## src/design/overlapping_tile_grid_generator_assert.svh

```systemverilog
// Assertion macros for the overlapping tile grid generator.
`ifndef OVERLAPPING_TILE_GRID_GENERATOR_ASSERT_SVH
`define OVERLAPPING_TILE_GRID_GENERATOR_ASSERT_SVH

`ifndef ASSERT_OFF

// Checks that the consequent holds in the same cycle as the antecedent.
`define OTG_ASSERT_SAME(label, clk, rst, ante, cons) \
   label: assert property (@(posedge clk) disable iff (rst) (ante) |-> (cons)) \
      else $error("assertion failed");

// Checks that the consequent holds in the cycle after the antecedent.
`define OTG_ASSERT_NEXT(label, clk, rst, ante, cons) \
   label: assert property (@(posedge clk) disable iff (rst) (ante) |=> (cons)) \
      else $error("assertion failed");

`else

`define OTG_ASSERT_SAME(label, clk, rst, ante, cons)
`define OTG_ASSERT_NEXT(label, clk, rst, ante, cons)

`endif

`endif

```

## src/design/otg_pkg.sv

```systemverilog
// Shared types and constants of the overlapping tile grid generator.
`timescale 1ns / 1ps

package otg_pkg;

   // Field widths.
   localparam int unsigned SizeWidth    = 13;
   localparam int unsigned NominalWidth = 12;
   localparam int unsigned CountWidth   = 4;
   localparam int unsigned StepWidth    = 14;
   localparam int unsigned TileNumWidth = 6;
   localparam int unsigned DivWidth     = SizeWidth;
   localparam int unsigned ThirdWidth   = NominalWidth;
   localparam int unsigned HalfWidth    = NominalWidth - 1;
   localparam int unsigned OffsetWidth  = 17;
   localparam int unsigned QueueDepth   = 2;

   // Multiplying by this and shifting right gives an exact divide by three
   // for any operand below 2^16.
   localparam logic [15:0] Recip3      = 16'hAAAB;
   localparam int unsigned Recip3Shift = 17;

   // Reset values of the configuration registers.
   localparam logic [NominalWidth-1:0] NominalWidthReset  = 12'd1190;
   localparam logic [NominalWidth-1:0] NominalHeightReset = 12'd614;

   // Configuration register indexes.
   typedef enum logic {
      CSR_TILE_WIDTH  = 1'b0,
      CSR_TILE_HEIGHT = 1'b1
   } csr_index_type;

   typedef struct packed {
      logic [NominalWidth-1:0] nominal_w;
      logic [NominalWidth-1:0] nominal_h;
   } cfg_type;

   // One image worth of grid geometry, handed from front to back.
   typedef struct packed {
      logic [SizeWidth-1:0]  image_w;
      logic [SizeWidth-1:0]  image_h;
      logic [CountWidth-1:0] cols;
      logic [CountWidth-1:0] rows;
      logic [StepWidth-1:0]  step_w;
      logic [StepWidth-1:0]  step_h;
      logic [StepWidth-1:0]  inner_w;
      logic [StepWidth-1:0]  inner_h;
   } job_type;

   typedef struct packed {
      logic    valid;
      job_type job;
   } push_type;

   typedef struct packed {
      logic full;
      logic empty;
   } queue_status_type;

   typedef struct packed {
      logic [SizeWidth-1:0]    x;
      logic [SizeWidth-1:0]    y;
      logic [StepWidth-1:0]    w;
      logic [StepWidth-1:0]    h;
      logic [TileNumWidth-1:0] number;
      logic                    last;
   } tile_type;

   // Rounds the quotient up when the remainder exceeds half the nominal
   // size, then clamps the count to one through the largest grid side.
   function automatic logic [CountWidth-1:0] grid_count(
      input logic [DivWidth-1:0]   quot,
      input logic [DivWidth-1:0]   rem,
      input logic [HalfWidth-1:0]  half,
      input logic [CountWidth-1:0] max_side
   );
      logic [DivWidth:0] n;
      n = {1'b0, quot};
      if (rem > DivWidth'(half)) begin
         n = n + 1'b1;
      end
      if (n == '0) begin
         n = (DivWidth+1)'(1);
      end
      if (n > (DivWidth+1)'(max_side)) begin
         n = (DivWidth+1)'(max_side);
      end
      return n[CountWidth-1:0];
   endfunction

endpackage

```

## src/design/overlapping_tile_grid_generator.sv

```systemverilog
// Top level of the overlapping tile grid generator.
// Each request carries an image size and yields one response per tile of an
// overlapping grid, in row-major order, with tlast on the final tile. The
// front end uses four 13-bit divisions on one shared serial divider, plus
// set-up and hand-over states; a division by a zero two-thirds nominal size
// is skipped. The back end then emits one tile per cycle while the response
// channel accepts them, and a request yields columns times rows responses.
// A two-entry queue lets the front end work on the next request while the
// back end still emits tiles.
`timescale 1ns / 1ps

module overlapping_tile_grid_generator #(
   parameter int unsigned MAX_GRID_SIDE = 8
) (
   input  logic                   clock,
   input  logic                   reset,
   // Request channel.
   input  logic                   req_tvalid,
   output logic                   req_tready,
   // Fields from bit 0: image_width[12:0], image_height[25:13].
   input  logic [31:0]            req_tdata,
   // Response channel.
   output logic                   rsp_tvalid,
   input  logic                   rsp_tready,
   // Fields from bit 0: tile_x[12:0], tile_y[25:13], tile_w[39:26],
   // tile_h[53:40], tile_number[59:54].
   output logic [63:0]            rsp_tdata,
   output logic                   rsp_tlast,
   // Configuration port.
   input  logic                   csr_we,
   input  otg_pkg::csr_index_type csr_index,
   input  logic [11:0]            csr_wdata
);
   import otg_pkg::*;

`include "overlapping_tile_grid_generator_assert.svh"

   localparam logic [CountWidth-1:0] MaxSide = CountWidth'(MAX_GRID_SIDE);

   cfg_type          cfg_ff, cfg_in;
   push_type         push;
   job_type          head;
   queue_status_type q_status;
   logic             pop;
   tile_type         tile;

   // Configuration registers.
   always_comb begin
      cfg_in = cfg_ff;
      if (csr_we) begin
         unique case (csr_index)
            CSR_TILE_WIDTH:  cfg_in.nominal_w = csr_wdata;
            CSR_TILE_HEIGHT: cfg_in.nominal_h = csr_wdata;
            default:         cfg_in = cfg_ff;
         endcase
      end
   end

   always_ff @(posedge clock) begin
      if (reset) begin
         cfg_ff.nominal_w <= NominalWidthReset;
         cfg_ff.nominal_h <= NominalHeightReset;
      end else begin
         cfg_ff <= cfg_in;
      end
   end

   otg_front #(
      .MaxSide (MaxSide)
   ) u_front (
      .clock       (clock),
      .reset       (reset),
      .cfg         (cfg_ff),
      .req_valid   (req_tvalid),
      .req_ready   (req_tready),
      .req_image_w (req_tdata[12:0]),
      .req_image_h (req_tdata[25:13]),
      .push        (push),
      .q_status    (q_status)
   );

   otg_queue u_queue (
      .clock  (clock),
      .reset  (reset),
      .push   (push),
      .pop    (pop),
      .head   (head),
      .status (q_status)
   );

   otg_back u_back (
      .clock      (clock),
      .reset      (reset),
      .head       (head),
      .q_status   (q_status),
      .pop        (pop),
      .tile_valid (rsp_tvalid),
      .tile_ready (rsp_tready),
      .tile       (tile)
   );

   // Response packing.
   assign rsp_tdata = {4'b0000, tile.number, tile.h, tile.w, tile.y, tile.x};
   assign rsp_tlast = tile.last;

   // A taken request keeps the front end busy for the following cycle.
   `OTG_ASSERT_NEXT(a_req_busy, clock, reset, req_tvalid && req_tready, !req_tready)
   // A completed hand-over leaves the queue holding at least one grid.
   `OTG_ASSERT_NEXT(a_push_lands, clock, reset, push.valid && !q_status.full,
                    !q_status.empty)
   // After the final tile of a grid, the next response starts a new grid.
   `OTG_ASSERT_NEXT(a_grid_restart, clock, reset, rsp_tvalid && rsp_tready && rsp_tlast,
                    !rsp_tvalid || rsp_tdata[59:54] == 6'd0)

endmodule

```

## src/design/otg_divider.sv

```systemverilog
// Restoring serial divider, one quotient bit per cycle.
`timescale 1ns / 1ps

module otg_divider (
   input  logic                          clock,
   input  logic                          reset,
   input  logic                          start,
   input  logic [otg_pkg::DivWidth-1:0]  dividend,
   input  logic [otg_pkg::DivWidth-1:0]  divisor,
   output logic                          done,
   output logic [otg_pkg::DivWidth-1:0]  quotient,
   output logic [otg_pkg::DivWidth-1:0]  remainder
);
   import otg_pkg::*;

   localparam int unsigned CntWidth = $clog2(DivWidth);
   localparam logic [CntWidth-1:0] LastStep = CntWidth'(DivWidth - 1);

   logic                busy_ff, busy_in;
   logic                done_ff, done_in;
   logic [CntWidth-1:0] cnt_ff, cnt_in;
   logic [DivWidth-1:0] rem_ff, rem_in;
   logic [DivWidth-1:0] quot_ff, quot_in;
   logic [DivWidth-1:0] divisor_ff, divisor_in;
   logic [DivWidth:0]   shifted;
   logic [DivWidth:0]   diff;
   logic                fits;

   // One trial subtraction of the shifted partial remainder.
   assign shifted = {rem_ff, quot_ff[DivWidth-1]};
   assign diff    = shifted - {1'b0, divisor_ff};
   assign fits    = shifted >= {1'b0, divisor_ff};

   always_comb begin
      busy_in    = busy_ff;
      done_in    = 1'b0;
      cnt_in     = cnt_ff;
      rem_in     = rem_ff;
      quot_in    = quot_ff;
      divisor_in = divisor_ff;
      if (start) begin
         busy_in    = 1'b1;
         cnt_in     = '0;
         rem_in     = '0;
         quot_in    = dividend;
         divisor_in = divisor;
      end else if (busy_ff) begin
         rem_in  = fits ? diff[DivWidth-1:0] : shifted[DivWidth-1:0];
         quot_in = {quot_ff[DivWidth-2:0], fits};
         cnt_in  = cnt_ff + 1'b1;
         if (cnt_ff == LastStep) begin
            busy_in = 1'b0;
            done_in = 1'b1;
         end
      end
   end

   // Control state.
   always_ff @(posedge clock) begin
      if (reset) begin
         busy_ff <= 1'b0;
         done_ff <= 1'b0;
         cnt_ff  <= '0;
      end else begin
         busy_ff <= busy_in;
         done_ff <= done_in;
         cnt_ff  <= cnt_in;
      end
   end

   // Datapath registers.
   always_ff @(posedge clock) begin
      rem_ff     <= rem_in;
      quot_ff    <= quot_in;
      divisor_ff <= divisor_in;
   end

   assign done      = done_ff;
   assign quotient  = quot_ff;
   assign remainder = rem_ff;

endmodule

```

## src/design/otg_front.sv

```systemverilog
// Front end: accepts an image size and works out the grid geometry.
`timescale 1ns / 1ps

module otg_front #(
   parameter logic [3:0] MaxSide = 4'd8
) (
   input  logic                               clock,
   input  logic                               reset,
   input  otg_pkg::cfg_type                   cfg,
   input  logic                               req_valid,
   output logic                               req_ready,
   input  logic [otg_pkg::SizeWidth-1:0]      req_image_w,
   input  logic [otg_pkg::SizeWidth-1:0]      req_image_h,
   output otg_pkg::push_type                  push,
   input  otg_pkg::queue_status_type          q_status
);
   import otg_pkg::*;

   typedef enum logic [7:0] {
      ST_IDLE   = 8'b0000_0001,
      ST_PREP   = 8'b0000_0010,
      ST_CNT_W  = 8'b0000_0100,
      ST_CNT_H  = 8'b0000_1000,
      ST_STEP_W = 8'b0001_0000,
      ST_STEP_H = 8'b0010_0000,
      ST_INNER  = 8'b0100_0000,
      ST_PUSH   = 8'b1000_0000
   } state_type;

   state_type              state_ff, state_in;
   logic                   launched_ff, launched_in;
   logic [SizeWidth-1:0]   img_w_ff, img_w_in;
   logic [SizeWidth-1:0]   img_h_ff, img_h_in;
   logic [ThirdWidth-1:0]  third_w_ff, third_w_in;
   logic [ThirdWidth-1:0]  third_h_ff, third_h_in;
   logic [HalfWidth-1:0]   half_w_ff, half_w_in;
   logic [HalfWidth-1:0]   half_h_ff, half_h_in;
   logic [CountWidth-1:0]  cols_ff, cols_in;
   logic [CountWidth-1:0]  rows_ff, rows_in;
   logic [StepWidth-1:0]   step_w_ff, step_w_in;
   logic [StepWidth-1:0]   step_h_ff, step_h_in;
   logic [StepWidth-1:0]   inner_w_ff, inner_w_in;
   logic [StepWidth-1:0]   inner_h_ff, inner_h_in;

   logic [28:0]            third_w_prod, third_h_prod;
   logic [31:0]            inner_w_prod, inner_h_prod;
   logic                   div_start;
   logic [DivWidth-1:0]    div_dividend, div_divisor;
   logic                   div_done;
   logic [DivWidth-1:0]    div_quot, div_rem;
   logic [StepWidth-1:0]   step_from_quot;

   // Two thirds of each nominal size, as twice the size divided by three.
   assign third_w_prod = 29'({cfg.nominal_w, 1'b0}) * 29'(Recip3);
   assign third_h_prod = 29'({cfg.nominal_h, 1'b0}) * 29'(Recip3);

   // Inner tile length is four thirds of the step.
   assign inner_w_prod = 32'({step_w_ff, 2'b00}) * 32'(Recip3);
   assign inner_h_prod = 32'({step_h_ff, 2'b00}) * 32'(Recip3);

   assign step_from_quot = StepWidth'(div_quot) + 1'b1;

   // Operand selection for the shared divider.
   always_comb begin
      unique case (state_ff)
         ST_CNT_W: begin
            div_dividend = img_w_ff;
            div_divisor  = DivWidth'(third_w_ff);
         end
         ST_CNT_H: begin
            div_dividend = img_h_ff;
            div_divisor  = DivWidth'(third_h_ff);
         end
         ST_STEP_W: begin
            div_dividend = img_w_ff;
            div_divisor  = DivWidth'(cols_ff);
         end
         ST_STEP_H: begin
            div_dividend = img_h_ff;
            div_divisor  = DivWidth'(rows_ff);
         end
         default: begin
            div_dividend = img_w_ff;
            div_divisor  = DivWidth'(cols_ff);
         end
      endcase
   end

   // Sequencer over the four divisions.
   always_comb begin
      state_in    = state_ff;
      launched_in = launched_ff;
      img_w_in    = img_w_ff;
      img_h_in    = img_h_ff;
      third_w_in  = third_w_ff;
      third_h_in  = third_h_ff;
      half_w_in   = half_w_ff;
      half_h_in   = half_h_ff;
      cols_in     = cols_ff;
      rows_in     = rows_ff;
      step_w_in   = step_w_ff;
      step_h_in   = step_h_ff;
      inner_w_in  = inner_w_ff;
      inner_h_in  = inner_h_ff;
      div_start   = 1'b0;
      unique case (state_ff)
         ST_IDLE: begin
            if (req_valid) begin
               img_w_in = req_image_w;
               img_h_in = req_image_h;
               state_in = ST_PREP;
            end
         end
         ST_PREP: begin
            third_w_in = third_w_prod[Recip3Shift +: ThirdWidth];
            third_h_in = third_h_prod[Recip3Shift +: ThirdWidth];
            half_w_in  = cfg.nominal_w[NominalWidth-1:1];
            half_h_in  = cfg.nominal_h[NominalWidth-1:1];
            state_in   = ST_CNT_W;
         end
         ST_CNT_W: begin
            if (third_w_ff == '0) begin
               cols_in  = MaxSide;
               state_in = ST_CNT_H;
            end else if (!launched_ff) begin
               div_start   = 1'b1;
               launched_in = 1'b1;
            end else if (div_done) begin
               cols_in     = grid_count(div_quot, div_rem, half_w_ff, MaxSide);
               launched_in = 1'b0;
               state_in    = ST_CNT_H;
            end
         end
         ST_CNT_H: begin
            if (third_h_ff == '0) begin
               rows_in  = MaxSide;
               state_in = ST_STEP_W;
            end else if (!launched_ff) begin
               div_start   = 1'b1;
               launched_in = 1'b1;
            end else if (div_done) begin
               rows_in     = grid_count(div_quot, div_rem, half_h_ff, MaxSide);
               launched_in = 1'b0;
               state_in    = ST_STEP_W;
            end
         end
         ST_STEP_W: begin
            if (!launched_ff) begin
               div_start   = 1'b1;
               launched_in = 1'b1;
            end else if (div_done) begin
               step_w_in   = step_from_quot;
               launched_in = 1'b0;
               state_in    = ST_STEP_H;
            end
         end
         ST_STEP_H: begin
            if (!launched_ff) begin
               div_start   = 1'b1;
               launched_in = 1'b1;
            end else if (div_done) begin
               step_h_in   = step_from_quot;
               launched_in = 1'b0;
               state_in    = ST_INNER;
            end
         end
         ST_INNER: begin
            inner_w_in = inner_w_prod[Recip3Shift +: StepWidth];
            inner_h_in = inner_h_prod[Recip3Shift +: StepWidth];
            state_in   = ST_PUSH;
         end
         ST_PUSH: begin
            if (!q_status.full) begin
               state_in = ST_IDLE;
            end
         end
         default: begin
            state_in = ST_IDLE;
         end
      endcase
   end

   // Control state.
   always_ff @(posedge clock) begin
      if (reset) begin
         state_ff    <= ST_IDLE;
         launched_ff <= 1'b0;
      end else begin
         state_ff    <= state_in;
         launched_ff <= launched_in;
      end
   end

   // Geometry registers.
   always_ff @(posedge clock) begin
      img_w_ff   <= img_w_in;
      img_h_ff   <= img_h_in;
      third_w_ff <= third_w_in;
      third_h_ff <= third_h_in;
      half_w_ff  <= half_w_in;
      half_h_ff  <= half_h_in;
      cols_ff    <= cols_in;
      rows_ff    <= rows_in;
      step_w_ff  <= step_w_in;
      step_h_ff  <= step_h_in;
      inner_w_ff <= inner_w_in;
      inner_h_ff <= inner_h_in;
   end

   otg_divider u_divider (
      .clock     (clock),
      .reset     (reset),
      .start     (div_start),
      .dividend  (div_dividend),
      .divisor   (div_divisor),
      .done      (div_done),
      .quotient  (div_quot),
      .remainder (div_rem)
   );

   assign req_ready        = (state_ff == ST_IDLE);
   assign push.valid       = (state_ff == ST_PUSH);
   assign push.job.image_w = img_w_ff;
   assign push.job.image_h = img_h_ff;
   assign push.job.cols    = cols_ff;
   assign push.job.rows    = rows_ff;
   assign push.job.step_w  = step_w_ff;
   assign push.job.step_h  = step_h_ff;
   assign push.job.inner_w = inner_w_ff;
   assign push.job.inner_h = inner_h_ff;

endmodule

```

## src/design/otg_queue.sv

```systemverilog
// Two-entry queue of grid descriptions between the front and the back.
`timescale 1ns / 1ps

module otg_queue (
   input  logic                      clock,
   input  logic                      reset,
   input  otg_pkg::push_type         push,
   input  logic                      pop,
   output otg_pkg::job_type          head,
   output otg_pkg::queue_status_type status
);
   import otg_pkg::*;

   localparam int unsigned PtrWidth   = $clog2(QueueDepth);
   localparam int unsigned LevelWidth = $clog2(QueueDepth + 1);

   job_type               mem_ff [QueueDepth];
   logic [PtrWidth-1:0]   wr_ptr_ff, wr_ptr_in;
   logic [PtrWidth-1:0]   rd_ptr_ff, rd_ptr_in;
   logic [LevelWidth-1:0] level_ff, level_in;
   logic                  do_push, do_pop;

   assign status.full  = (level_ff == LevelWidth'(QueueDepth));
   assign status.empty = (level_ff == '0);
   assign do_push      = push.valid && !status.full;
   assign do_pop       = pop && !status.empty;

   // Pointer and fill level update.
   always_comb begin
      wr_ptr_in = wr_ptr_ff;
      rd_ptr_in = rd_ptr_ff;
      level_in  = level_ff;
      if (do_push) begin
         wr_ptr_in = (wr_ptr_ff == PtrWidth'(QueueDepth - 1)) ? '0 : wr_ptr_ff + 1'b1;
      end
      if (do_pop) begin
         rd_ptr_in = (rd_ptr_ff == PtrWidth'(QueueDepth - 1)) ? '0 : rd_ptr_ff + 1'b1;
      end
      if (do_push && !do_pop) begin
         level_in = level_ff + 1'b1;
      end else if (do_pop && !do_push) begin
         level_in = level_ff - 1'b1;
      end
   end

   always_ff @(posedge clock) begin
      if (reset) begin
         wr_ptr_ff <= '0;
         rd_ptr_ff <= '0;
         level_ff  <= '0;
      end else begin
         wr_ptr_ff <= wr_ptr_in;
         rd_ptr_ff <= rd_ptr_in;
         level_ff  <= level_in;
      end
   end

   // Entry storage.
   always_ff @(posedge clock) begin
      if (do_push) begin
         mem_ff[wr_ptr_ff] <= push.job;
      end
   end

   assign head = mem_ff[rd_ptr_ff];

endmodule

```

## src/design/otg_back.sv

```systemverilog
// Back end: walks the grid, emitting a tile rectangle per cycle when not stalled.
`timescale 1ns / 1ps

module otg_back (
   input  logic                      clock,
   input  logic                      reset,
   input  otg_pkg::job_type          head,
   input  otg_pkg::queue_status_type q_status,
   output logic                      pop,
   output logic                      tile_valid,
   input  logic                      tile_ready,
   output otg_pkg::tile_type         tile
);
   import otg_pkg::*;

   logic                     busy_ff, busy_in;
   job_type                  job_ff, job_in;
   logic [CountWidth-1:0]    col_ff, col_in;
   logic [CountWidth-1:0]    row_ff, row_in;
   logic [OffsetWidth-1:0]   x_ff, x_in;
   logic [OffsetWidth-1:0]   y_ff, y_in;
   logic [TileNumWidth-1:0]  num_ff, num_in;
   logic                     valid_ff, valid_in;
   tile_type                 tile_ff, tile_in;

   logic                     advance;
   logic                     last_col, last_row;
   logic [OffsetWidth-1:0]   size_w, size_h;
   logic [OffsetWidth-1:0]   edge_w, edge_h;

   assign pop      = !busy_ff && !q_status.empty;
   assign advance  = busy_ff && (!valid_ff || tile_ready);
   assign last_col = (col_ff == job_ff.cols - 1'b1);
   assign last_row = (row_ff == job_ff.rows - 1'b1);
   assign size_w   = OffsetWidth'(job_ff.image_w);
   assign size_h   = OffsetWidth'(job_ff.image_h);

   // Length left to the image edge, zero when the offset lies beyond it.
   assign edge_w = (x_ff <= size_w) ? size_w - x_ff : '0;
   assign edge_h = (y_ff <= size_h) ? size_h - y_ff : '0;

   always_comb begin
      busy_in  = busy_ff;
      job_in   = job_ff;
      col_in   = col_ff;
      row_in   = row_ff;
      x_in     = x_ff;
      y_in     = y_ff;
      num_in   = num_ff;
      valid_in = valid_ff;
      tile_in  = tile_ff;
      if (tile_ready) begin
         valid_in = 1'b0;
      end
      if (pop) begin
         // Start a new grid from its top-left tile.
         job_in  = head;
         col_in  = '0;
         row_in  = '0;
         x_in    = '0;
         y_in    = '0;
         num_in  = '0;
         busy_in = 1'b1;
      end else if (advance) begin
         tile_in.x      = x_ff[SizeWidth-1:0];
         tile_in.y      = y_ff[SizeWidth-1:0];
         tile_in.w      = last_col ? edge_w[StepWidth-1:0] : job_ff.inner_w;
         tile_in.h      = last_row ? edge_h[StepWidth-1:0] : job_ff.inner_h;
         tile_in.number = num_ff;
         tile_in.last   = last_col && last_row;
         valid_in       = 1'b1;
         num_in         = num_ff + 1'b1;
         if (last_col) begin
            col_in = '0;
            x_in   = '0;
            row_in = row_ff + 1'b1;
            y_in   = y_ff + OffsetWidth'(job_ff.step_h);
            if (last_row) begin
               busy_in = 1'b0;
            end
         end else begin
            col_in = col_ff + 1'b1;
            x_in   = x_ff + OffsetWidth'(job_ff.step_w);
         end
      end
   end

   // Control state.
   always_ff @(posedge clock) begin
      if (reset) begin
         busy_ff  <= 1'b0;
         valid_ff <= 1'b0;
      end else begin
         busy_ff  <= busy_in;
         valid_ff <= valid_in;
      end
   end

   // Walk position and output register.
   always_ff @(posedge clock) begin
      job_ff  <= job_in;
      col_ff  <= col_in;
      row_ff  <= row_in;
      x_ff    <= x_in;
      y_ff    <= y_in;
      num_ff  <= num_in;
      tile_ff <= tile_in;
   end

   assign tile_valid = valid_ff;
   assign tile       = tile_ff;

endmodule

```

## config.mk

```make
export PLATFORM = sky130hd
export DESIGN_NAME = overlapping_tile_grid_generator
export DESIGN_NICKNAME = d
export VERILOG_FILES = /design/src/design/otg_pkg.sv /design/src/design/overlapping_tile_grid_generator.sv /design/src/design/otg_divider.sv /design/src/design/otg_front.sv /design/src/design/otg_queue.sv /design/src/design/otg_back.sv
export VERILOG_INCLUDE_DIRS = /design/src /design/src/design
export SDC_FILE = /design/constraint.sdc
export NUM_CORES = 1
export LEC_CHECK = 0
export BUFFER_PORTS_ARGS = -buffer_cell sky130_fd_sc_hd__buf_4
export CAP_MARGIN = 20
export CORE_ASPECT_RATIO = 2
export CORE_UTILIZATION = 60
export DETAILED_ROUTE_END_ITERATION = 8
export GPL_TIMING_DRIVEN = 0
export PLACE_DENSITY_LB_ADDON = 0.05
export SLEW_MARGIN = 5
export SYNTH_ARGS = -nofsm -noshare
export SYNTH_HDL_FRONTEND = slang
export SYNTH_SLANG_ARGS = --single-unit
```

## constraint.sdc

```tcl
create_clock -name clock -period 6.8 [get_ports clock]
set_input_delay 1.36 -clock clock [delete_from_list [all_inputs] [get_ports clock]]
set_output_delay 1.36 -clock clock [all_outputs]
set_load 0.005 [all_outputs]
```

==> metrics.yaml, run 1 <==
nets: 3944
ant_nets: 0
yosys_warnings: 0
dieWidth_um: 178
postCtsSetupRepairBufs: 0
nFillCells: 4581
post_layout_nonfiller_instances: 4059
cts_sinks: 598
drc: 0
grt_usage_pct: 29.0
finalCritPeriodShare_pct: 91.8
yosys-top-cells-area: "edfxtp_1 (40%), ha_1 (15%), fa_1 (11%)"
finalCriticalPeriod_ns: 6.24
fin_ws_ns: 0.559
synth_largest_area_cell: "edfxtp_1"
cts_buffers: 52
crit_chain: "ha_1, clkbuf_1, nand2_1, inv_1, ha_1, xnor2_1, inv_1, fa_1, fa_1, fa_1, ha_1, a21o_1, a21o_1, a21oi_1, nand2_1, o211ai_1, nand2_1, a31o_2, a21oi_1, xnor2_1"
first_pass_iters: 5
power_mw: 13.4
peakVddDrop_uv: 317
relSlewSlack_pct: 25.1
netlist_area_um2: 37100
swShare_pct: 35.7
cts_tree: "done"
register_area_um2: 16900
dp_slack_ns: 0.552
p_per_area_nw_per_um2: 328
crit_family: "adder cells"
routedWlPerCell_um: 21.6
die_area_um2: 62900
rsz0062_at_grt: "false"
gp_congestion: 0.974
clock-skew-final_ns: 0.0324
slowest_stage: "edfxtp_1"
report.final.slew_viol_count: 0
synth_top_area_share_pct: 39.8
slowest_delay_ns: 0.60
path_buf_inv: 3
routed_wl_mm: 87.7
grt_max_degree: 60
clkSlewWorstSetupHoldPaths_ns: 0.07
htree_levels: 2
synth_seq_cells: 598
p_clk_share_pct: 23.3
synth_ff_type: "edfxtp_1"
ys_types: 86
grt.overflow.total: 0
post-route-util_pct: 67.1
multi_input_area_um2: 18200
cts_resized: 0
fp.coreArea_um2: 61000
seq_area_frac_synth_pct: 45.5
drt_iter0_drc: 1168
ys_top_cells_by_count: "edfxtp_1 (492), inv_1 (470), ha_1 (456)"
via_per_inst: 5.72
syn_inst: 3063
grt_pass1_vias: 25200
crit_arrival_ns: 6.59
dp_hpwl_mm: 71.6
postSynthAreaPerCell_um2: 12.1
endpoint_kind: "flip-flop"
start_util_pct: 60.8
rows: 128
leakagePower_nw: 17.5
port_buffers: 106
diodes: 0
outcome: "completed"
path_max_fanout: 6
worst_pin_slew_ns: 1.11
crit_type: "reg -> reg"
cts-root-buf: "clkbuf_16"
pwr-share-comb_pct: 37.9
critPathRequiredTime_ns: 7.15
cts.hold.buffers_added: 0
hp-class: "reg -> reg"
synth-edff-count: 492
intPower_mw: 8.64
maxCapViolCount: 0
ys_async_sr_fraction_pct: 0
setup_viol: 0
layout-drive-gt1-share_pct: 11.0
num_vias: 23200
seqPwrFrac_pct: 38.8
yosysMostFrequentCell: "edfxtp_1"
clockBufferDepth: 3
fp.dieH_um: 354
switching_power_mw: 4.79
finalHoldViolCount: 0
fmax_ghz: 0.160
worstSkewPairLatency_ns: 0.61
worstSetupStartpointType: "flip-flop"
antenna_found_initial: 0
grt_pass1_wl_mm: 136
area_delta_synth_final_pct: 10.3
dp.cells: 3963
ios: 117
## flip-flops by register name, summed over array words and instances, names as in the netlist, 6 cells and up
register	cells
u_queue.mem_ff	180
u_front.step_h_ff	14
u_front.third_h_ff	12
u_front.img_w_ff	13
u_back.num_ff	6
u_back.job_ff	90
u_front.inner_w_ff	14
u_front.u_divider.quotient	13
u_back.y_ff	17
cfg_ff	24
u_front.inner_h_ff	14
u_back.tile	61
u_front.u_divider.remainder	13
u_back.x_ff	17
u_front.half_h_ff	11
u_front.state_ff	8
u_front.step_w_ff	14
u_front.img_h_ff	13
u_front.half_w_ff	11
u_front.third_w_ff	12
u_front.u_divider.divisor_ff	12
## cell usage in the layout (no fill, tap or decap), types with 21 or more instances in the layout
master     Yosys  final
a21o_1        44     44
a21oi_1      140    140
a22o_1        38     38
buf_4          6    115
clkbuf_1      52     58
clkbuf_16      0     53
dfxtp_1      106    106
edfxtp_1     492    492
fa_1         201    201
ha_1         456    456
inv_1        470    470
mux2_2        92     92
mux2i_1       31     31
nand2_1      133    133
nand3_1       50     50
nand4_1       21     21
nor2_1       162    160
nor2b_1       27     26
nor3_1        33     33
o21a_1        22     22
o21ai_0       69     68
xnor2_1       89     89
xor2_1        63     63
## cell families after synthesis
kind of cell,count (synthesis),synth area share [%]
AO/OA/AOI/OAI,447,8.16
XOR/XNOR,152,3.59
adder cells (fa/ha/maj),657,26.2
buffers and inverters,539,5.55
flip-flops,598,45.5
multiplexers,123,3.63
other,1,0.0101
AND/OR/NAND/NOR,546,7.30
## power by group through the flow
stage / combinational, mW / clock [mW] / sequential [mW]
2_1_floorplan: 3.68 / 0 / 5.07
3_3_place_gp: 4.86 / 0 / 5.35
3_5_place_dp: 5.07 / 0 / 5.29
4_1_cts: 5.12 / 3.18 / 5.21
5_1_grt: 5.73 / 3.30 / 5.25
6_report: 5.08 / 3.12 / 5.21
## metal layers
layer | vias up | global-route usage, % | wire length [um]
met1 | 11400 | 26.7 | 28400
li1 | 11000 | - | -
met5 | - | 0 | 0
met3 | 272 | 3.39 | 2710
met2 | 573 | 57.6 | 50000
met4 | 0 | 18.9 | 6540
## through the flow
step / area (um2) / hold WS (ns) / setup TNS [ns]
detailed placement: 39100 / 0.434 / 0
CTS: 40900 / 0.450 / 0
floorplan: 37100 / 0.421 / 0
global placement: 38900 / 0.424 / -126.94
global route: 40900 / 0.460 / 0
finish: 40900 / 0.450 / 0
## area by class of cell
class,instances,area share [%]
multi-input combinational,1929,44.4
sequential,598,41.3
inverter,471,4.32
clock buffer,62,3.35
timing repair buffer,117,2.44
tap,780,2.39
clock inverter,34,1.03
buffer,68,0.728
## worst reg2reg max path: stages, from the launching register on
cell and delay (ns):
edfxtp_1 0.60, ha_1 0.38, clkbuf_1 0.33, nand2_1 0.18, inv_1 0.16, ha_1 0.27
xnor2_1 0.31, inv_1 0.15, fa_1 0.50, fa_1 0.58, fa_1 0.42, ha_1 0.37
a21o_1 0.18, a21o_1 0.17, a21oi_1 0.17, nand2_1 0.09, o211ai_1 0.40, nand2_1 0.18
a31o_2 0.29, a21oi_1 0.18, xnor2_1 0.11
## worst paths after layout
kind / startpoint / endpoint / slack, ns / cells after the start
max: u_front.step_w_ff[7] / u_front.inner_w_ff[10] / 0.56 / 20
max reg2reg: u_front.step_w_ff[7] / u_front.inner_w_ff[10] / 0.56 / 20
min reg2reg: u_front.inner_h_ff[7] / u_queue.mem_ff[1][7] / 0.45 / 0
min: u_front.inner_h_ff[7] / u_queue.mem_ff[1][7] / 0.45 / 0
Power figures use the tool's default switching activity.
==> inputs of run 2 (changes only) <==
--- a/config.mk
+++ b/config.mk
@@ -16,4 +16,5 @@
 export SLEW_MARGIN = 5
 export SYNTH_ARGS = -nofsm -noshare
 export SYNTH_HDL_FRONTEND = slang
+export SYNTH_HIERARCHICAL = 1
 export SYNTH_SLANG_ARGS = --single-unit
==> run 2 against run 1 <==
Net effect: global-route usage shrank 0.11 points; clock-buffer cell count grew 3; fmax grew 0.79%; wire length grew 3.9%; sequential power shrank 14%; power shrank 15%; via count rose by 4.4%; final area increased by 2.7%; critical path type unchanged; critical endpoint is now u_front/inner_w_ff[13]; largest power group unchanged.
==> metrics.yaml, run 2 <==
outcome: "completed"  # unchanged
endpoint_kind: "flip-flop"  # unchanged
leakagePower_nw: 17.8  # was 17.5 nW
yosys_warnings: 6  # was 0
power_mw: 11.4  # was 13.4 mW
crit_path_start: "u_front/step_w_ff[7]"  # was u_front.step_w_ff[7]
synth_top_area_share_pct: 38.7  # was 39.8%
ys_top_cells_by_count: "edfxtp_1 (493), inv_1 (472), ha_1 (457)"  # was edfxtp_1 (492), inv_1 (470), ha_1 (456)
nFillCells: 4770  # was 4581
ant_nets: 0  # unchanged
netlist_area_um2: 38200  # was 37100 um2
ys_async_sr_fraction_pct: 0  # unchanged
antenna_found_initial: 1  # was 0
postPlaceCellArea_um2: 40300  # was 39100 um2
final_cell_mix: "edfxtp_1 (493), inv_1 (471), ha_1 (457)"  # was edfxtp_1 (492), inv_1 (470), ha_1 (456)
postSynthAreaPerCell_um2: 12.0  # was 12.1 um2
register_area_um2: 16900  # about the same
ios: 117  # unchanged
synth_largest_area_cell: "edfxtp_1"  # unchanged
yosysMostFrequentCell: "edfxtp_1"  # unchanged
worstHoldPathCells: 0  # unchanged
synth_seq_cells: 600  # was 598
largest_reg_flops: 180  # unchanged
cts_tree: "done"  # unchanged
grt.overflow.total: 0  # unchanged
gp_congestion: 0.917  # was 0.974
yosys-top-cells-area: "edfxtp_1 (39%), ha_1 (15%), fa_1 (11%)"  # was edfxtp_1 (40%), ha_1 (15%), fa_1 (11%)
clockBufferDepth: 3  # unchanged
hp-class: "reg -> reg"  # unchanged
grt_pass1_vias: 26000  # was 25.2k
p_per_area_nw_per_um2: 272  # was 328 nW/um2
crit_arrival_ns: 6.55  # was 6.59 ns
fp.dieH_um: 359  # was 354 um
grt_usage_pct: 28.9  # was 29.0%
critPathRequiredTime_ns: 7.15  # about the same
finalCriticalPeriod_ns: 6.19  # was 6.24 ns
finalHoldViolCount: 0  # unchanged
fp.coreArea_um2: 62900  # was 61000 um2
worstSkewPairLatency_ns: 0.60  # was 0.61 ns
routedWlPerCell_um: 21.8  # was 21.6 um
crit_family: "adder cells"  # unchanged
routed_wl_mm: 91.2  # was 87.7 mm
finalCritPeriodShare_pct: 91.1  # was 91.8%
clkSlewWorstSetupHoldPaths_ns: 0.07  # about the same
largest-register: "u_queue/mem_ff"  # was u_queue.mem_ff
layout-drive-gt1-share_pct: 12.5  # was 11.0%
cts-root-buf: "clkbuf_16"  # unchanged
crit_type: "reg -> reg"  # unchanged
area_delta_synth_final_pct: 9.93  # was 10.3%
seq_area_frac_synth_pct: 44.3  # was 45.5%
r2r_slack_ns: 0.61  # was 0.56 ns
die_area_um2: 64800  # was 62900 um2
htree_levels: 2  # unchanged
setup_viol: 0  # unchanged
drt_iter0_drc: 1130  # was 1168
dp_hpwl_mm: 74.5  # was 71.6 mm
cts_sinks: 600  # was 598
peakVddDrop_uv: 272  # was 317 uV
r2r_cells: 19  # was 20
clock-skew-final_ns: 0.0310  # was 0.0324 ns
report.final.slew_viol_count: 0  # unchanged
dp.cells: 4090  # was 3963
num_vias: 24200  # was 23.2k
path_buf_inv: 2  # was 3
multi_input_area_um2: 19100  # was 18200 um2
rows: 130  # was 128
grt_pass1_wl_mm: 142  # was 136 mm
hold_path_end: "u_queue/mem_ff[0][1]"  # was u_queue.mem_ff[1][7]
maxCapViolCount: 0  # unchanged
worst_pin_slew_ns: 1.25  # was 1.11 ns
start_util_pct: 60.7  # was 60.8%
drc: 0  # unchanged
slowest_delay_ns: 0.55  # was 0.60 ns
cts_resized: 0  # unchanged
synth-edff-count: 493  # was 492
min_from: "u_front/inner_h_ff[1]"  # was u_front.inner_h_ff[7]
crit_chain: "ha_1, clkbuf_1, nand2_1, inv_1, ha_1, xnor2_1, fa_1, fa_1, fa_1, ha_1, a21o_1, a21oi_1, o211ai_1, o2111ai_1, o21ai_1, o41a_1, a21oi_1, o21bai_1, xnor2_1"  # was ha_1, clkbuf_1, nand2_1, inv_1, ha_1, xnor2_1, inv_1, fa_1, fa_1, fa_1, ha_1, a21o_1, a21o_1, a21oi_1, nand2_1, o211ai_1, nand2_1, a31o_2, a21oi_1, xnor2_1
mostFrequentLayoutCell: "edfxtp_1"  # unchanged
path_max_fanout: 6  # unchanged
rsz0062_at_grt: "false"  # unchanged
post_layout_nonfiller_instances: 4187  # was 4059
worstSetupStartpointType: "flip-flop"  # unchanged
rr_endpoint: "u_front/inner_w_ff[13]"  # was u_front.inner_w_ff[10]
syn_inst: 3176  # was 3063
postCtsSetupRepairBufs: 0  # unchanged
ys_types: 109  # was 86
final_area_um2: 42000  # was 40900 um2
via_per_inst: 5.79  # was 5.72
slowest_stage: "edfxtp_1"  # unchanged
nets: 4060  # was 3944
relSlewSlack_pct: 15.7  # was 25.1%
fmax_ghz: 0.162  # was 0.160 GHz
rr_startpoint: "u_front/step_w_ff[7]"  # was u_front.step_w_ff[7]
port_buffers: 106  # unchanged
cts_buffers: 52  # unchanged
synth_ff_type: "edfxtp_1"  # unchanged
grt_max_degree: 64  # was 60
first_pass_iters: 7  # was 5
cts.hold.buffers_added: 0  # unchanged
dieWidth_um: 180  # was 178 um
run 2: worst reg2reg max path: cells and delay by family, from the launching register on:
kind	cells	cell delay (ns)
xor gates and xnor gates	2	0.58
AOI/OAI and AO/OA	8	1.78
buffers and inverters	2	0.42
and+or+nand+nor	1	0.16
adders and majority gates	6	2.45
DFF	1	0.55
run 2: cell families (layout without fill, tap and decap cells):
| logic type | Yosys count | count (layout) | synth area share, % |
|---|---|---|---|
| XOR/XNOR | 143 | 143 | 3.28 |
| AO/OA/AOI/OAI | 481 | 481 | 8.86 |
| adder cells (fa/ha/maj) | 658 | 658 | 25.5 |
| AND/OR/NAND/NOR | 588 | 588 | 7.80 |
| flip-flops | 600 | 600 | 44.3 |
| other | 2 | 6 | 0.0197 |
| multiplexers | 153 | 153 | 4.41 |
| buffers and inverters | 551 | 766 | 5.79 |
run 2: how the worst max path moves through the flow:
stage | end | slack [ns] | cells after the start
after floorplan | u_queue/level_ff[1] | 1.33 | 9
after global placement | u_queue/level_ff[1] | -1.25 | 9
after detailed placement | u_front/inner_w_ff[13] | 0.63 | 19
after CTS | u_front/inner_w_ff[13] | 0.59 | 19
after global routing | u_front/inner_w_ff[13] | 0.1 | 19
final | u_front/inner_w_ff[13] | 0.61 | 19
run 2: cell type report:
type                    instances  area share, %
multi-input cells            2028           45.4
flip-flops and latches        600           40.3
inverters                     473           4.23
clock buffers                  65           3.39
repair buffers                119           2.42
well taps                     792           2.36
plain buffers                  78           1.05
clock inverters                31          0.775
diodes                          1        0.00596
run 2: metrics by stage:
step,setup WS (ns),util [%],TNS [ns],hold WS [ns]
3_5_place_dp,0.627,63.9,0,0.431
6_report,0.608,66.7,0,0.446
5_1_grt,0.0956,66.7,0,0.449
4_1_cts,0.588,66.7,0,0.446
2_1_floorplan,1.33,-,0,0.421
3_3_place_gp,-1.25,63.6,-3.58,0.428
run 2: metal layers:
layer | up-vias | GRT usage [%] | share of wire, %
li1 | 11500 | - | -
met4 | 0 | 21.7 | 8.6
met5 | - | 0 | 0
met2 | 605 | 57.1 | 56
met3 | 269 | 2.33 | 2.6
met1 | 11800 | 27.0 | 33
run 2: power by group:
group          internal [mW]  total (mW)  switching (mW)
clock network           1.72        3.06            1.34
registers               4.20        4.48           0.282
logic                   1.62        3.87            2.25
==> inputs of run 3 (changes only) <==
--- a/config.mk
+++ b/config.mk
@@ -6,14 +6,13 @@
 export SDC_FILE = /design/constraint.sdc
 export NUM_CORES = 1
 export LEC_CHECK = 0
-export BUFFER_PORTS_ARGS = -buffer_cell sky130_fd_sc_hd__buf_4
 export CAP_MARGIN = 20
 export CORE_ASPECT_RATIO = 2
 export CORE_UTILIZATION = 60
 export DETAILED_ROUTE_END_ITERATION = 8
+export DONT_BUFFER_PORTS = 1
 export GPL_TIMING_DRIVEN = 0
 export PLACE_DENSITY_LB_ADDON = 0.05
-export SLEW_MARGIN = 5
 export SYNTH_ARGS = -nofsm -noshare
 export SYNTH_HDL_FRONTEND = slang
 export SYNTH_HIERARCHICAL = 1
==> run 3 against run 2 <==
Net effect: final area decreased by 1.8%; worst hold slack better by 0.0041 ns; critical path depth is the same; clock-buffer cell count shrank 4; combinational power about the same; sequential share of layout area rose by 0.75 points.
==> metrics.yaml, run 3 (synthesis results as in run 2) <==
outcome: "completed"  # unchanged
drt_iter0_drc: 1130  # unchanged
crit_arrival_ns: 6.58  # was 6.55 ns
dp_slack_ns: 0.594  # was 0.627 ns
antenna_found_initial: 6  # was 1
postCtsSetupRepairBufs: 0  # unchanged
fp.coreArea_um2: 62900  # unchanged
diodes: 0  # was 1
worstHoldPathCells: 0  # unchanged
setup_viol: 0  # unchanged
dp_hpwl_mm: 74.0  # was 74.5 mm
dieWidth_um: 180  # unchanged
grt_pass1_vias: 25300  # was 26.0k
grt.overflow.total: 0  # unchanged
tns_ns: 0  # unchanged
clkSlewWorstSetupHoldPaths_ns: 0.07  # about the same
largest-register: "u_queue/mem_ff"  # unchanged
gp_congestion: 0.945  # was 0.917
ios: 117  # unchanged
cts_resized: 0  # unchanged
rows: 130  # unchanged
htree_levels: 2  # unchanged
cts.hold.buffers_added: 0  # unchanged
die_area_um2: 64800  # unchanged
clockBufferDepth: 3  # unchanged
leakagePower_nw: 17.3  # was 17.8 nW
fin_ws_ns: 0.566  # was 0.608 ns
grt_usage_pct: 28.5  # was 28.9%
crit_chain: "ha_1, clkbuf_1, nand2_1, inv_1, ha_1, xnor2_1, fa_1, fa_1, fa_1, ha_1, a21o_1, a21oi_1, o211ai_1, o2111ai_1, o21ai_1, o41a_1, a21oi_1, o21bai_1, xnor2_1"  # unchanged
rr_endpoint: "u_front/inner_w_ff[13]"  # unchanged
report.final.slew_viol_count: 0  # unchanged
clock-skew-final_ns: 0.0291  # was 0.0310 ns
drc: 0  # unchanged
ant_nets: 0  # unchanged
finalCriticalPeriod_ns: 6.23  # was 6.19 ns
cts_buffers: 53  # was 52
final_cell_mix: "edfxtp_1 (493), inv_1 (471), ha_1 (457)"  # unchanged
routedWlPerCell_um: 22.1  # was 21.8 um
worst_pin_slew_ns: 1.13  # was 1.25 ns
hold_ws_ns: 0.450  # was 0.446 ns
r2r_slack_ns: 0.57  # was 0.61 ns
crit_type: "reg -> reg"  # unchanged
port_buffers: 0  # was 106
slowest_delay_ns: 0.59  # was 0.55 ns
worstSetupStartpointType: "flip-flop"  # unchanged
critPathRequiredTime_ns: 7.15  # about the same
num_vias: 23700  # was 24.2k
cts_sinks: 600  # unchanged
finalHoldViolCount: 0  # unchanged
fmax_ghz: 0.160  # was 0.162 GHz
largest_reg_flops: 180  # unchanged
endpoint_kind: "flip-flop"  # unchanged
layout-drive-gt1-share_pct: 9.73  # was 12.5%
relSlewSlack_pct: 23.7  # was 15.7%
grt_max_degree: 68  # was 64
hold_path_end: "u_queue/mem_ff[0][2]"  # was u_queue/mem_ff[0][1]
r2r_cells: 19  # unchanged
worstSkewPairLatency_ns: 0.60  # about the same
area_delta_synth_final_pct: 7.92  # was 9.93%
peakVddDrop_uv: 226  # was 272 uV
fp.dieH_um: 359  # unchanged
hp-class: "reg -> reg"  # unchanged
rr_startpoint: "u_front/step_w_ff[7]"  # unchanged
rsz0062_at_grt: "false"  # unchanged
maxCapViolCount: 0  # unchanged
cts-root-buf: "clkbuf_16"  # unchanged
power_mw: 11.4  # about the same
mostFrequentLayoutCell: "edfxtp_1"  # unchanged
start_util_pct: 60.7  # unchanged
first_pass_iters: 5  # was 7
p_per_area_nw_per_um2: 277  # was 272 nW/um2
min_from: "u_front/inner_h_ff[2]"  # was u_front/inner_h_ff[1]
finalCritPeriodShare_pct: 91.7  # was 91.1%
slowest_stage: "edfxtp_1"  # unchanged
path_max_fanout: 6  # unchanged
grt_pass1_wl_mm: 139  # was 142 mm
cts_tree: "done"  # unchanged
routed_wl_mm: 90.2  # was 91.2 mm
post-route-util_pct: 65.5  # was 66.7%
via_per_inst: 5.82  # was 5.79
nets: 3954  # was 4060
-- run 3: cell types whose count changed in the layout (fill, tap and decap cells not counted), moves of 3 or more --
cell        previous run  this run
buf_4                127        20
clkbuf_8               6         3
clkinv_2               8         4
clkinv_4               0         5
clkinvlp_4             0         8
inv_6                  4         1
-- run 3: routing by layer --
| metal | track usage (%) | part of all wire [%] | vias to the layer above |
|---|---|---|---|
| met3 | 2.94 | 2.7 | 235 |
| met5 | 0 | 0.089 | - |
| met2 | 56.6 | 56 | 497 |
| met4 | 20.3 | 8.3 | 12 |
| met1 | 26.3 | 33 | 11700 |
| li1 | - | - | 11300 |
-- run 3: layout make-up --
class,count,area (um2)
clock inverter,36,427
multi-input combinational,2028,19100
clock buffer,61,1360
buffer,78,440
fill,4791,21700
tap,792,991
timing repair buffer,12,215
inverter,473,1780
sequential,600,16900
-- run 3: metrics by stage --
step / area, um2 / instances
final: 41200 / 4080
after global placement: 39200 / 3971
after CTS: 41200 / 4080
after floorplan: 38200 / 3179
after global routing: 41200 / 4080
after detailed placement: 39500 / 3983
-- run 3: worst max-delay path, delay by kind of cell, from the launching register on --
kind / cells / cell delay [ns]
DFF: 1 / 0.59
and+or+nand+nor: 1 / 0.16
buffers and inverters: 2 / 0.41
adders and majority gates: 6 / 2.43
xor gates and xnor gates: 2 / 0.59
AOI/OAI and AO/OA: 8 / 1.79
-- run 3: power breakdown --
part | total, mW | switching (mW) | internal (mW)
sequential | 4.48 | 0.281 | 4.20
combinational | 3.86 | 2.25 | 1.61
clock | 3.08 | 1.33 | 1.75
-- run 3: worst max path at each step --
stage | cells after the start | to | startpoint | slack (ns)
after CTS | 19 | u_front/inner_w_ff[13] | u_front/step_w_ff[7] | 0.56
after detailed placement | 19 | u_front/inner_w_ff[13] | u_front/step_w_ff[7] | 0.59
final | 19 | u_front/inner_w_ff[13] | u_front/step_w_ff[7] | 0.57
after global placement | 9 | u_queue/level_ff[1] | u_queue/level_ff[0] | -1.18
after floorplan | 9 | u_queue/level_ff[1] | u_queue/level_ff[0] | 1.33
after global routing | 19 | u_front/inner_w_ff[13] | u_front/step_w_ff[7] | 0.24
